## src/hw/rtl/dq_pkg.sv

```systemverilog
`timescale 1ns / 1ps
// shared types and constants for the double-ended queue
package dq_pkg;

  localparam int DATA_W        = 32;
  localparam int FUNC_W        = 2;
  localparam int STATUS_W      = 2;
  localparam int FILL_W        = 5;
  localparam int DEPTH_DEFAULT = 16;

  localparam logic [DATA_W-1:0] FAIL_WORD = {DATA_W{1'b1}};

  typedef enum logic [FUNC_W-1:0] {
    OP_PUSH_FRONT = 2'd0,
    OP_PUSH_REAR  = 2'd1,
    OP_POP_FRONT  = 2'd2,
    OP_POP_REAR   = 2'd3
  } dq_op_t;

  typedef enum logic [STATUS_W-1:0] {
    ST_OK    = 2'd0,
    ST_EMPTY = 2'd1,
    ST_FULL  = 2'd2
  } dq_status_t;

  typedef enum logic {
    S_IDLE  = 1'b0,
    S_SWEEP = 1'b1
  } dq_state_t;

  // per-cycle command broadcast to every cell of the row
  typedef struct packed {
    logic shift_right;
    logic shift_left;
    logic write_rear;
  } dq_cell_ctl_t;

endpackage

```

## src/hw/rtl/dq_if.sv

```systemverilog
`timescale 1ns / 1ps
// item channels of the double-ended queue
interface dq_in_if;
  logic                          valid;
  logic                          ready;
  logic [dq_pkg::FUNC_W-1:0]     func;
  logic signed [dq_pkg::DATA_W-1:0] push_value;

  modport source (output valid, func, push_value, input ready);
  modport sink   (input valid, func, push_value, output ready);
endinterface

interface dq_out_if;
  logic                             valid;
  logic                             ready;
  logic signed [dq_pkg::DATA_W-1:0] pop_value;
  logic [dq_pkg::STATUS_W-1:0]      status;
  logic                             is_empty;
  logic [dq_pkg::FILL_W-1:0]        fill_count;

  modport source (output valid, pop_value, status, is_empty, fill_count, input ready);
  modport sink   (input valid, pop_value, status, is_empty, fill_count, output ready);
endinterface

```

## src/hw/rtl/dq_cell.sv

```systemverilog
`timescale 1ns / 1ps
// one storage cell of the queue row, with its slot of the rear-value carry chain
module dq_cell #(
  parameter int DEPTH = dq_pkg::DEPTH_DEFAULT,
  parameter int IDX   = 0
) (
  input  logic                      clk,
  input  dq_pkg::dq_cell_ctl_t      ctl,
  input  logic [$clog2(DEPTH+1)-1:0] count,
  input  logic [dq_pkg::DATA_W-1:0] push_value,
  input  logic [dq_pkg::DATA_W-1:0] left_data,
  input  logic [dq_pkg::DATA_W-1:0] right_data,
  input  logic [dq_pkg::DATA_W-1:0] carry_in,
  output logic [dq_pkg::DATA_W-1:0] data,
  output logic [dq_pkg::DATA_W-1:0] carry
);

  localparam int CNT_W = $clog2(DEPTH+1);

  logic rear_slot;
  logic last_used;

  // first free slot takes a rear push, the slot below it holds the rear item
  assign rear_slot = (count == CNT_W'(IDX));
  assign last_used = (count == CNT_W'(IDX + 1));

  always_ff @(posedge clk) begin
    priority if (ctl.shift_right) begin
      data <= left_data;
    end else if (ctl.shift_left) begin
      data <= right_data;
    end else if (ctl.write_rear && rear_slot) begin
      data <= push_value;
    end else begin
      data <= data;
    end
  end

  // rear item walks one cell towards the front each cycle
  always_ff @(posedge clk) begin
    carry <= last_used ? data : carry_in;
  end

endmodule

```

## src/hw/rtl/double_ended_queue.sv

```systemverilog
`timescale 1ns / 1ps
// top level: double-ended queue built as a shifting row of storage cells
// push front, push rear, pop front and failed ops load their item into the output register in the cycle after accept
// pop rear on a non-empty queue waits in the sweep state while the rear item ripples to cell 0
// through the carry chain, one cell per cycle, and no new item is taken meanwhile
// throughput: one item per cycle except during a rear-pop sweep or while rsp holds back a full output register
// reset (rst, synchronous, active high) empties the queue and the output register; cells keep data
module double_ended_queue #(
  parameter int DEPTH = dq_pkg::DEPTH_DEFAULT
) (
  input logic      clk,
  input logic      rst,
  dq_in_if.sink    cmd,
  dq_out_if.source rsp
);

  localparam int CNT_W = $clog2(DEPTH+1);

  // queue state: front item always sits in cell 0, count gives the fill level
  dq_pkg::dq_state_t     state;
  dq_pkg::dq_state_t     state_next;
  logic [CNT_W-1:0]      count;
  logic [CNT_W-1:0]      count_next;
  logic [CNT_W-1:0]      sweep_cnt;

  // output register
  logic                       out_valid;
  logic [dq_pkg::DATA_W-1:0]  out_value;
  dq_pkg::dq_status_t         out_status;
  logic                       out_empty;
  logic [dq_pkg::FILL_W-1:0]  out_fill;

  // cell row
  logic [dq_pkg::DATA_W-1:0] cell_data  [DEPTH];
  logic [dq_pkg::DATA_W-1:0] cell_carry [DEPTH];
  dq_pkg::dq_cell_ctl_t      ctl;

  // per-cycle decode
  dq_pkg::dq_op_t            op;
  logic                      slot_free;
  logic                      accept;
  logic                      is_full;
  logic                      is_empty_now;
  logic                      sweep_start;
  logic                      sweep_done;
  logic                      load_out;
  logic [dq_pkg::DATA_W-1:0] res_value;
  dq_pkg::dq_status_t        res_status;

  assign op           = dq_pkg::dq_op_t'(cmd.func);
  assign slot_free    = !out_valid || rsp.ready;
  // no item is taken while reset is held
  assign cmd.ready    = !rst && (state == dq_pkg::S_IDLE) && slot_free;
  assign accept       = cmd.valid && cmd.ready;
  assign is_full      = (count == CNT_W'(DEPTH));
  assign is_empty_now = (count == '0);
  // carry of cell 0 holds the rear item once the sweep counter runs out
  assign sweep_done   = (state == dq_pkg::S_SWEEP) && (sweep_cnt == '0) && slot_free;

  // next state
  always_comb begin
    state_next = state;
    unique case (state)
      dq_pkg::S_IDLE: begin
        if (sweep_start) begin
          state_next = dq_pkg::S_SWEEP;
        end
      end
      dq_pkg::S_SWEEP: begin
        if (sweep_done) begin
          state_next = dq_pkg::S_IDLE;
        end
      end
      default: state_next = dq_pkg::S_IDLE;
    endcase
  end

  // operation decode: cell commands, result item and new fill level
  always_comb begin
    ctl         = '0;
    load_out    = 1'b0;
    sweep_start = 1'b0;
    res_value   = dq_pkg::FAIL_WORD;
    res_status  = dq_pkg::ST_OK;
    count_next  = count;
    if (accept) begin
      unique case (op)
        dq_pkg::OP_PUSH_FRONT: begin
          load_out = 1'b1;
          if (is_full) begin
            res_status = dq_pkg::ST_FULL;
          end else begin
            ctl.shift_right = 1'b1;
            count_next      = count + CNT_W'(1);
          end
        end
        dq_pkg::OP_PUSH_REAR: begin
          load_out = 1'b1;
          if (is_full) begin
            res_status = dq_pkg::ST_FULL;
          end else begin
            ctl.write_rear = 1'b1;
            count_next     = count + CNT_W'(1);
          end
        end
        dq_pkg::OP_POP_FRONT: begin
          load_out = 1'b1;
          if (is_empty_now) begin
            res_status = dq_pkg::ST_EMPTY;
          end else begin
            res_value      = cell_data[0];
            ctl.shift_left = 1'b1;
            count_next     = count - CNT_W'(1);
          end
        end
        dq_pkg::OP_POP_REAR: begin
          if (is_empty_now) begin
            load_out   = 1'b1;
            res_status = dq_pkg::ST_EMPTY;
          end else begin
            // rear item still has to ripple down to cell 0
            sweep_start = 1'b1;
          end
        end
        default: ;
      endcase
    end else if (sweep_done) begin
      load_out   = 1'b1;
      res_value  = cell_carry[0];
      count_next = count - CNT_W'(1);
    end
  end

  always_ff @(posedge clk) begin
    if (rst) begin
      state     <= dq_pkg::S_IDLE;
      count     <= '0;
      sweep_cnt <= '0;
      out_valid <= 1'b0;
    end else begin
      state <= state_next;
      count <= count_next;
      if (sweep_start) begin
        sweep_cnt <= count - CNT_W'(1);
      end else if ((state == dq_pkg::S_SWEEP) && (sweep_cnt != '0)) begin
        sweep_cnt <= sweep_cnt - CNT_W'(1);
      end
      if (load_out) begin
        out_valid <= 1'b1;
      end else if (rsp.ready) begin
        out_valid <= 1'b0;
      end
    end
  end

  // result payload, no reset needed
  always_ff @(posedge clk) begin
    if (load_out) begin
      out_value  <= res_value;
      out_status <= res_status;
      out_empty  <= (count_next == '0);
      out_fill   <= dq_pkg::FILL_W'(count_next);
    end
  end

  assign rsp.valid      = out_valid;
  assign rsp.pop_value  = out_value;
  assign rsp.status     = out_status;
  assign rsp.is_empty   = out_empty;
  assign rsp.fill_count = out_fill;

  // the cell row: cell 0 is the front, neighbours pass data both ways
  for (genvar i = 0; i < DEPTH; i++) begin : g_cell
    logic [dq_pkg::DATA_W-1:0] left_data;
    logic [dq_pkg::DATA_W-1:0] right_data;
    logic [dq_pkg::DATA_W-1:0] carry_in;

    if (i == 0) begin : g_front
      assign left_data = cmd.push_value;
    end else begin : g_mid_left
      assign left_data = cell_data[i-1];
    end

    if (i == DEPTH - 1) begin : g_back
      assign right_data = cell_data[i];
      assign carry_in   = cell_data[i];
    end else begin : g_mid_right
      assign right_data = cell_data[i+1];
      assign carry_in   = cell_carry[i+1];
    end

    dq_cell #(
      .DEPTH (DEPTH),
      .IDX   (i)
    ) u_cell (
      .clk        (clk),
      .ctl        (ctl),
      .count      (count),
      .push_value (cmd.push_value),
      .left_data  (left_data),
      .right_data (right_data),
      .carry_in   (carry_in),
      .data       (cell_data[i]),
      .carry      (cell_carry[i])
    );
  end

  // fill level never passes the capacity
  a_count_bound: assert property (@(posedge clk) disable iff (rst)
    count <= CNT_W'(DEPTH))
    else $error("fill level above capacity");

  // no new item while the rear sweep is running
  a_sweep_blocks: assert property (@(posedge clk) disable iff (rst)
    (state == dq_pkg::S_SWEEP) |-> !cmd.ready)
    else $error("item taken during rear sweep");

  // a push on a full queue must leave the fill level alone
  a_full_push: assert property (@(posedge clk) disable iff (rst)
    (accept && is_full && (op == dq_pkg::OP_PUSH_FRONT || op == dq_pkg::OP_PUSH_REAR))
    |=> $stable(count))
    else $error("dropped push changed the fill level");

  // a finished sweep always yields a result item and one fewer entry
  a_sweep_result: assert property (@(posedge clk) disable iff (rst)
    sweep_done |=> (rsp.valid && (count == $past(count) - CNT_W'(1))))
    else $error("rear sweep finished without result");

endmodule

```

## src/flat_wrapper.sv

```systemverilog
// flat-port wrapper written by rule: the top's interface ports become plain ports
module double_ended_queue_flat 
#(
  parameter int DEPTH = dq_pkg::DEPTH_DEFAULT
)
  (clk, rst, cmd_valid, cmd_func, cmd_push_value, cmd_ready, rsp_valid, rsp_pop_value, rsp_status, rsp_is_empty, rsp_fill_count, rsp_ready);
  dq_in_if cmd_i ();
  dq_out_if rsp_i ();
  input logic clk;
  input logic rst;
  input wire logic [$bits(cmd_i.valid)-1:0] cmd_valid;
  input wire logic [$bits(cmd_i.func)-1:0] cmd_func;
  input wire logic [$bits(cmd_i.push_value)-1:0] cmd_push_value;
  output wire logic [$bits(cmd_i.ready)-1:0] cmd_ready;
  output wire logic [$bits(rsp_i.valid)-1:0] rsp_valid;
  output wire logic [$bits(rsp_i.pop_value)-1:0] rsp_pop_value;
  output wire logic [$bits(rsp_i.status)-1:0] rsp_status;
  output wire logic [$bits(rsp_i.is_empty)-1:0] rsp_is_empty;
  output wire logic [$bits(rsp_i.fill_count)-1:0] rsp_fill_count;
  input wire logic [$bits(rsp_i.ready)-1:0] rsp_ready;
  assign cmd_i.valid = cmd_valid;
  assign cmd_i.func = cmd_func;
  assign cmd_i.push_value = cmd_push_value;
  assign cmd_ready = cmd_i.ready;
  assign rsp_valid = rsp_i.valid;
  assign rsp_pop_value = rsp_i.pop_value;
  assign rsp_status = rsp_i.status;
  assign rsp_is_empty = rsp_i.is_empty;
  assign rsp_fill_count = rsp_i.fill_count;
  assign rsp_i.ready = rsp_ready;
  double_ended_queue #(.DEPTH(DEPTH)) u_core (.clk(clk), .rst(rst), .cmd(cmd_i), .rsp(rsp_i));
endmodule
```

## config.mk

```make
export PLATFORM = sky130hd
export DESIGN_NAME = double_ended_queue_flat
export DESIGN_NICKNAME = d
export VERILOG_FILES = /design/src/hw/rtl/dq_pkg.sv /design/src/hw/rtl/dq_if.sv /design/src/hw/rtl/dq_cell.sv /design/src/hw/rtl/double_ended_queue.sv /design/src/flat_wrapper.sv
export SDC_FILE = /design/constraint.sdc
export NUM_CORES = 2
export LEC_CHECK = 0
export ABC_AREA = 1
export BUFFER_PORTS_ARGS = -buffer_cell sky130_fd_sc_hd__buf_2
export CAP_MARGIN = 20
export CORE_MARGIN = 1
export CORE_UTILIZATION = 40
export CTS_CLUSTER_SIZE = 24
export DETAILED_ROUTE_END_ITERATION = 8
export GPL_ROUTABILITY_DRIVEN = 0
export PLACE_DENSITY = 0.6
export SYNTH_ARGS = -nofsm -noshare
export SYNTH_HDL_FRONTEND = slang
export SYNTH_SLANG_ARGS = --single-unit
```

## constraint.sdc

```tcl
create_clock -name clk -period 6.7 [get_ports clk]
set_clock_uncertainty 0.15 [all_clocks]
set_input_delay 1.34 -clock clk [delete_from_list [all_inputs] [get_ports clk]]
set_output_delay 1.34 -clock clk [all_outputs]
set_load 0.01 [all_outputs]
```

== Word-level counts from Yosys, hierarchy flattened ==
Index checks and enable logic that the tools add are counted.

* Add/sub/neg operators: 3
* Eq/ne operators: 20
* Muxes and demuxes: 94
* Bitwise operators: 1
* Reduce and logical (&&, ||, !) cells: 52

{| class="wikitable"
|+ Operator list
! cell !! count
|-
| $mux 32 || 67
|-
| $reduce_bool 3->1 || 15
|-
| $eq 5x4->1 const B || 8
|-
| $mux 5 || 6
|-
| $logic_and 1x1->1 || 22
|-
| $eq 5x3->1 const B || 4
|-
| $logic_not 5->1 || 3
|-
| $mux 1 || 15
|-
| $eq 5x2->1 const B || 2
|-
| $pmux 5 s2 || 1
|-
| $sub 5x1->5 const B || 2
|-
| $reduce_bool 2->1 || 3
|-
| $add 5x1->5 const B || 1
|-
| $eq 5x1->1 const B || 1
|-
| $eq 5x5->1 const B || 1
|-
| $reduce_bool 5->1 || 1
|-
| $eq 2x2->1 const B || 2
|-
| $pmux 1 s2 || 2
|-
| $pmux 2 s2 || 1
|-
| $reduce_or 2->1 || 2
|-
| $mux 3 || 1
|-
| $reduce_or 3->1 || 1
|-
| $eq 2x1->1 const B || 1
|-
| $logic_not 1->1 || 2
|-
| other kinds (6) || 6
|}

* Register bits after elaboration: 1076
* Input port bits: 38
* Output and inout bits: 42
* Logic and storage cells: 210

== Depth between registers and ports, before layout ==
* Depth in word-level cells: 9
* Gate-level depth with buffers: 13
* Depth with buffers taken out: 12

== Cells and area by module ==
A second synthesis with hierarchy kept.

* Cell total of the unflattened synthesis: 5495
* Area total of the unflattened synthesis: 48252.5 um^2

{| class="wikitable"
|+ By module, submodules not included
! module !! instances !! cells each !! area each (um^2) !! sequential area each (um^2)
|-
| dq_cell at u_core.g_cell[4].u_cell ... || 2 || 325 || 2846.5 || 1601.5
|-
| dq_cell at u_core.g_cell[5].u_cell ... || 2 || 325 || 2825.2 || 1601.5
|-
| dq_cell at u_core.g_cell[10].u_cell ... || 2 || 324 || 2782.7 || 1601.5
|-
| dq_cell at u_core.g_cell[14].u_cell || 1 || 359 || 3289.4 || 1601.5
|-
| dq_cell at u_core.g_cell[7].u_cell || 1 || 326 || 2859.0 || 1601.5
|-
| dq_cell at u_core.g_cell[1].u_cell || 1 || 325 || 2844.0 || 1601.5
|-
| dq_cell at u_core.g_cell[2].u_cell || 1 || 325 || 2831.5 || 1601.5
|-
| dq_cell at u_core.g_cell[3].u_cell || 1 || 326 || 2831.5 || 1601.5
|-
| dq_cell at u_core.g_cell[15].u_cell || 1 || 328 || 2816.5 || 1601.5
|-
| dq_cell at u_core.g_cell[0].u_cell || 1 || 325 || 2812.7 || 1601.5
|-
| dq_cell at u_core.g_cell[12].u_cell || 1 || 322 || 2806.4 || 1601.5
|-
| dq_cell at u_core.g_cell[13].u_cell || 1 || 324 || 2802.7 || 1601.5
|-
| dq_cell at u_core.g_cell[11].u_cell || 1 || 324 || 2766.4 || 1601.5
|-
| double_ended_queue || 1 || 263 || 2683.8 || 1441.4
|}

== Worst setup path after synthesis ==
OpenSTA, ideal clock, no wires.

* Path type: in2reg
* Start point: input port rsp_ready
* End point: register u_core.g_cell[10].u_cell.data[0] (netlist bit) (enable)
* Setup time: 466 ps
* Arrival time: 4519 ps
* Data required time: 6084 ps
* Path slack: 1566 ps
* Cell stages on the path: 7
* Buffers on the path: 1
* Cell sequence: inv_1 -> nand2_1 -> nand4_1 -> inv_1 -> nand3_1 -> clkbuf_1 -> o21ai_0

* Word-level cells in the longest chain between the ends: 6

{| class="wikitable"
|+ Ends and longest elaborated chain
! item !! line !! source
|-
| start: declaration || flat_wrapper.sv:20 || <nowiki>input wire logic [$bits(rsp_i.ready)-1:0] rsp_ready;</nowiki>
|-
| $logic_or 1x1->1 (*) || double_ended_queue.sv:51 || <nowiki>assign slot_free = !out_valid || rsp.ready;</nowiki>
|-
| $logic_and 1x1->1 (*) || double_ended_queue.sv:53 || <nowiki>assign cmd.ready = !rst && (state == dq_pkg::S_IDLE) && slot_free;</nowiki>
|-
| $logic_and 1x1->1 (*) || double_ended_queue.sv:54 || <nowiki>assign accept = cmd.valid && cmd.ready;</nowiki>
|-
| $mux 3 (*) || double_ended_queue.sv:86 || <nowiki>if (accept) begin</nowiki>
|-
| $logic_and 1x1->1 || dq_cell.sv:32 || <nowiki>end else if (ctl.write_rear && rear_slot) begin</nowiki>
|-
| $reduce_bool 3->1 (no source line) (*) || -- ||
|-
| end signal: assignment || dq_cell.sv:31 || <nowiki>data <= right_data;</nowiki>
|-
| end signal: assignment || dq_cell.sv:33 || <nowiki>data <= push_value;</nowiki>
|-
| end signal: assignment || dq_cell.sv:35 || <nowiki>data <= data;</nowiki>
|-
| end: declaration || dq_cell.sv:14 || <nowiki>output logic [dq_pkg::DATA_W-1:0] data,</nowiki>
|}

Every way passes the cells marked *; elsewhere a longest branch is shown, timed or not.
A chain may end at the register's enable or synchronous reset.

== Worst setup path after layout ==
* Start point: register u_core.count[0]
* End point: register u_core.g_cell[6].u_cell.data[16] (netlist bit), data pin

* Word-level cells in the longest chain between the ends: 6
* Elaborated cells between the ends (all ways): 9
* Classes of those cells: eq/ne (1); mux (7); reduce/logical (1)

{| class="wikitable"
|+ Ends and longest elaborated chain
! item !! line !! source
|-
| start: declaration || double_ended_queue.sv:22 || <nowiki>logic [CNT_W-1:0] count;</nowiki>
|-
| start signal: assignment || double_ended_queue.sv:142 || <nowiki>count <= count_next;</nowiki>
|-
| $logic_not 5->1 || double_ended_queue.sv:56 || <nowiki>assign is_empty_now = (count == '0);</nowiki>
|-
| $mux 1 || double_ended_queue.sv:108 || <nowiki>if (is_empty_now) begin</nowiki>
|-
| $mux 1 || double_ended_queue.sv:87 || <nowiki>unique case (op)</nowiki>
|-
| $mux 3 (*) || double_ended_queue.sv:86 ||
|-
| $mux 32 || dq_cell.sv:30 || <nowiki>end else if (ctl.shift_left) begin</nowiki>
|-
| $mux 32 (*) || dq_cell.sv:28 || <nowiki>priority if (ctl.shift_right) begin</nowiki>
|-
| end signal: assignment || dq_cell.sv:29 || <nowiki>data <= left_data;</nowiki>
|-
| end signal: assignment || dq_cell.sv:31 ||
|-
| end signal: assignment || dq_cell.sv:33 ||
|-
| end: declaration || dq_cell.sv:14 ||
|}

Marks and branches as above.

==> flow_summary.yaml <==
cells_and_area:
  fin_util_pct: 45.5
  nNetsFinal: 3712
  final_area_sq_um: 46400
  drive_gt1_share_pct: 11.8
  syn_to_final_growth_pct: 12.5
  fillers: 9358
  multi_input_comb_area_sq_um: 11100
  regArea_sq_um: 27100
  layoutNonFillerInstCount: 5125
  antenna_cells: 0
route:
  drt_iter0_markers: 2859
  viasPerCell: 5.20
  first_pass_iters: 6
  vias: 26600
  drc: 0
  routedWlPerCell_um: 18.7
  routed_wl_um: 95800
  ant_nets: 0
place:
  placed_area_sq_um: 42600
  dp_hpwl_um: 62300
  port_buffers: 79
  dp.cells: 4922
worst_setup_path:
  cp.required_ns: 6.90
  cp-end-kind: "flip-flop"
  arrival_ns: 4.15
  cp-startpoint: "u_core.count[0]$_SDFF_PP0_"
  reg2reg_from: "u_core.count[0]$_SDFF_PP0_"
  cp_num_buf_inv: 4
  crit_path_top_delay_cell: "buf_4"
  critPathTopFamily: "buffers and inverters"
  worstPathMaxFanout: 163
  start_kind: "flip-flop"
  cp_cell_sequence: "inv_1 -> ha_1 -> inv_1 -> nor2_4 -> nand2_2 -> nand2_2 -> nor2_4 -> inv_8 -> buf_4 -> o221ai_1"
  critPathKind: "reg -> reg"
  max_stage_delay_ns: 0.75
timing:
  grt_setup_unrepaired: "no"
  finalCritPeriodShare_pct: 58.9
  fin_tns_setup_ns: 0
  slew_headroom_pct: 26.7
  timing_hold_violations_final: 0
  final_max_slew_viol_count: 0
  timing.hold.ws_ns: 0.219
  setup_viol: 0
  period_needed_ns: 3.94
  tightest_slew_ns: 1.09
  fmax_mhz: 254
synthesis:
  yosysTopAreaCell: "edfxtp_1"
  synthTopCellsByCount: "nand2_1, o21ai_0, edfxtp_1"
  yosysUniqueCellTypes: 35
  synthesis.nets: 3749
  netlist_top_cells_area: "edfxtp_1, dfxtp_1, o221ai_1"
  ys_warn_count: 0
  synth_cells: 3703
  synth_most_common_cell: "nand2_1"
  synth-edff-count: 552
  ys_seq_area_share_pct: 65.6
  synth_area_per_cell_sq_um: 11.1
  ys.flop_type: "edfxtp_1"
  synth_top_cell_area_share_pct: 40.2
  synth-seq-cells: 1076
  synthArstFlopShare_pct: 0
  netlist_area_sq_um: 41300
power:
  power_leakage_nw: 18.8
  seqPwrFrac_pct: 51.0
  share_comb_of_total_power_pct: 6.7
  power_density_nw_per_um2: 314
  peakVddDrop_mv: 0.214
  internal_power_mw: 11.3
  p_clk_share_pct: 42.2
  p_switching_mw: 3.24
  p_sw_share_pct: 22.2
cts:
  clockBufferDepth: 3
  holdBufCountCts: 0
  htree_levels: 3
  clk_pin_slew_worst_paths_ns: 0.06
  cts_tree: "yes"
  root_buffer: "clkbuf_16"
  cts_buffers: 105
  post-cts-setup-buffers: 0
  clock-sinks: 1076
  cts_resized: 0
  insertion_delay_ns: 0.66
outcome:
  status: "finished, final reports clean"
grt:
  grt_pass1_wl_um: 148000
  grt_start_max_net_pins: 164
  grt_overflow: 0
  grt_use_total_pct: 18.2
  antenna_found_initial: 4
  grt_pass1_vias: 24000
floorplanning:
  io_pins: 80
  die_w_um: 323
  die_area_sq_um: 104000
  core_area_sq_um: 102000
  rows: 117
  initial_utilization_pct: 40.4
  die_h_um: 323
flow_run:
  cap_viol_max_count: 0
min_path:
  hold_path_class: "reg -> reg"
  hp-start: "u_core.g_cell[15].u_cell.data[4]$_DFFE_PP_"
==> power by group through the flow <==
stage | logic [mW] | registers, mW | clock network [mW]
after floorplan | 0.689 | 7.58 | 0
after global placement | 0.939 | 7.58 | 0
after detailed placement | 0.962 | 7.59 | 0
after CTS | 0.968 | 7.45 | 6.29
after global routing | 1.10 | 7.48 | 6.53
final | 0.981 | 7.45 | 6.16
==> per-layer routing <==
layer | wire, um | global-route usage [%]
met5 | 0 | 0
met4 | 1640 | 4.56
met3 | 7280 | 2.57
met2 | 38700 | 24.6
met1 | 48200 | 29.8
==> cell usage in the layout (no fill, tap or decap), drive strengths merged <==
| cell type | synthesis | routed |
|---|---|---|
| a211oi | 1 | 1 |
| a21oi | 45 | 45 |
| a31oi | 1 | 1 |
| buf | 125 | 122 |
| bufinv | 0 | 11 |
| clkbuf | 141 | 165 |
| clkinv | 0 | 17 |
| clkinvlp | 0 | 2 |
| dfxtp | 524 | 524 |
| edfxtp | 552 | 552 |
| ha | 8 | 8 |
| inv | 523 | 526 |
| mux2 | 1 | 1 |
| nand2 | 674 | 674 |
| nand3 | 20 | 20 |
| nand4 | 2 | 2 |
| nor2 | 63 | 63 |
| nor3 | 3 | 3 |
| o211ai | 37 | 37 |
| o21ai | 567 | 567 |
| o221ai | 414 | 414 |
| o22ai | 1 | 1 |
| xor2 | 1 | 1 |
==> area by class of cell <==
cell class                 instances  share of cell area [%]
timing repair buffer             122                    1.93
inverter                         523                    4.26
clock buffer                     165                    6.87
sequential                      1076                    58.3
tap                             1368                    3.69
multi-input combinational       1838                    23.9
clock inverter                    33                   0.968
==> logic make-up after synthesis <==
| group | Yosys count | synth area share, % |
|---|---|---|
| flops | 1076 | 65.6 |
| mux | 1 | 0.0273 |
| fa+ha+maj | 8 | 0.243 |
| buf+inv | 789 | 8.04 |
| xor+xnor | 1 | 0.0212 |
| compound gates | 1066 | 18.4 |
| simple gates | 762 | 7.65 |
==> sequential cells by signal (all words and copies together), names as in the netlist <==
signal and count:
u_core.rsp.valid 1, u_core.count 5, u_core.rsp.fill_count 5, u_core.rsp.is_empty 1, u_core.state 1, u_core.rsp.pop_value 32
u_core.g_cell.u_cell.carry 512, u_core.rsp.status 2, u_core.sweep_cnt 5, u_core.g_cell.u_cell.data 512
==> worst paths after layout <==
path,end,slack [ns],cells past startpoint
setup / recovery,u_core.g_cell[6].u_cell.data[16]$_DFFE_PP_,2.76,10
hold / removal,u_core.g_cell[15].u_cell.carry[4]$_DFF_P_,0.22,0
setup reg to reg,u_core.g_cell[6].u_cell.data[16]$_DFFE_PP_,2.76,10
hold reg to reg,u_core.g_cell[15].u_cell.carry[4]$_DFF_P_,0.22,0
==> worst register-to-register path, delay by kind of cell, from the launching register on <==
family	cells	cell delay, ns
flip-flops	1	0.38
buffers and inverters	4	1.89
adder cells (fa/ha/maj)	1	0.22
AO/OA/AOI/OAI	1	0.26
AND/OR/NAND/NOR	4	0.75
==> metrics by stage <==
stage | worst slack, ns | total power, mW
detailed placement | 2.13 | 8.55
CTS | 2.83 | 14.7
floorplan | 1.57 | 8.27
finish | 2.76 | 14.6
global placement | 2.14 | 8.52
global route | 2.56 | 15.1
(Power assumes the default switching activity.)
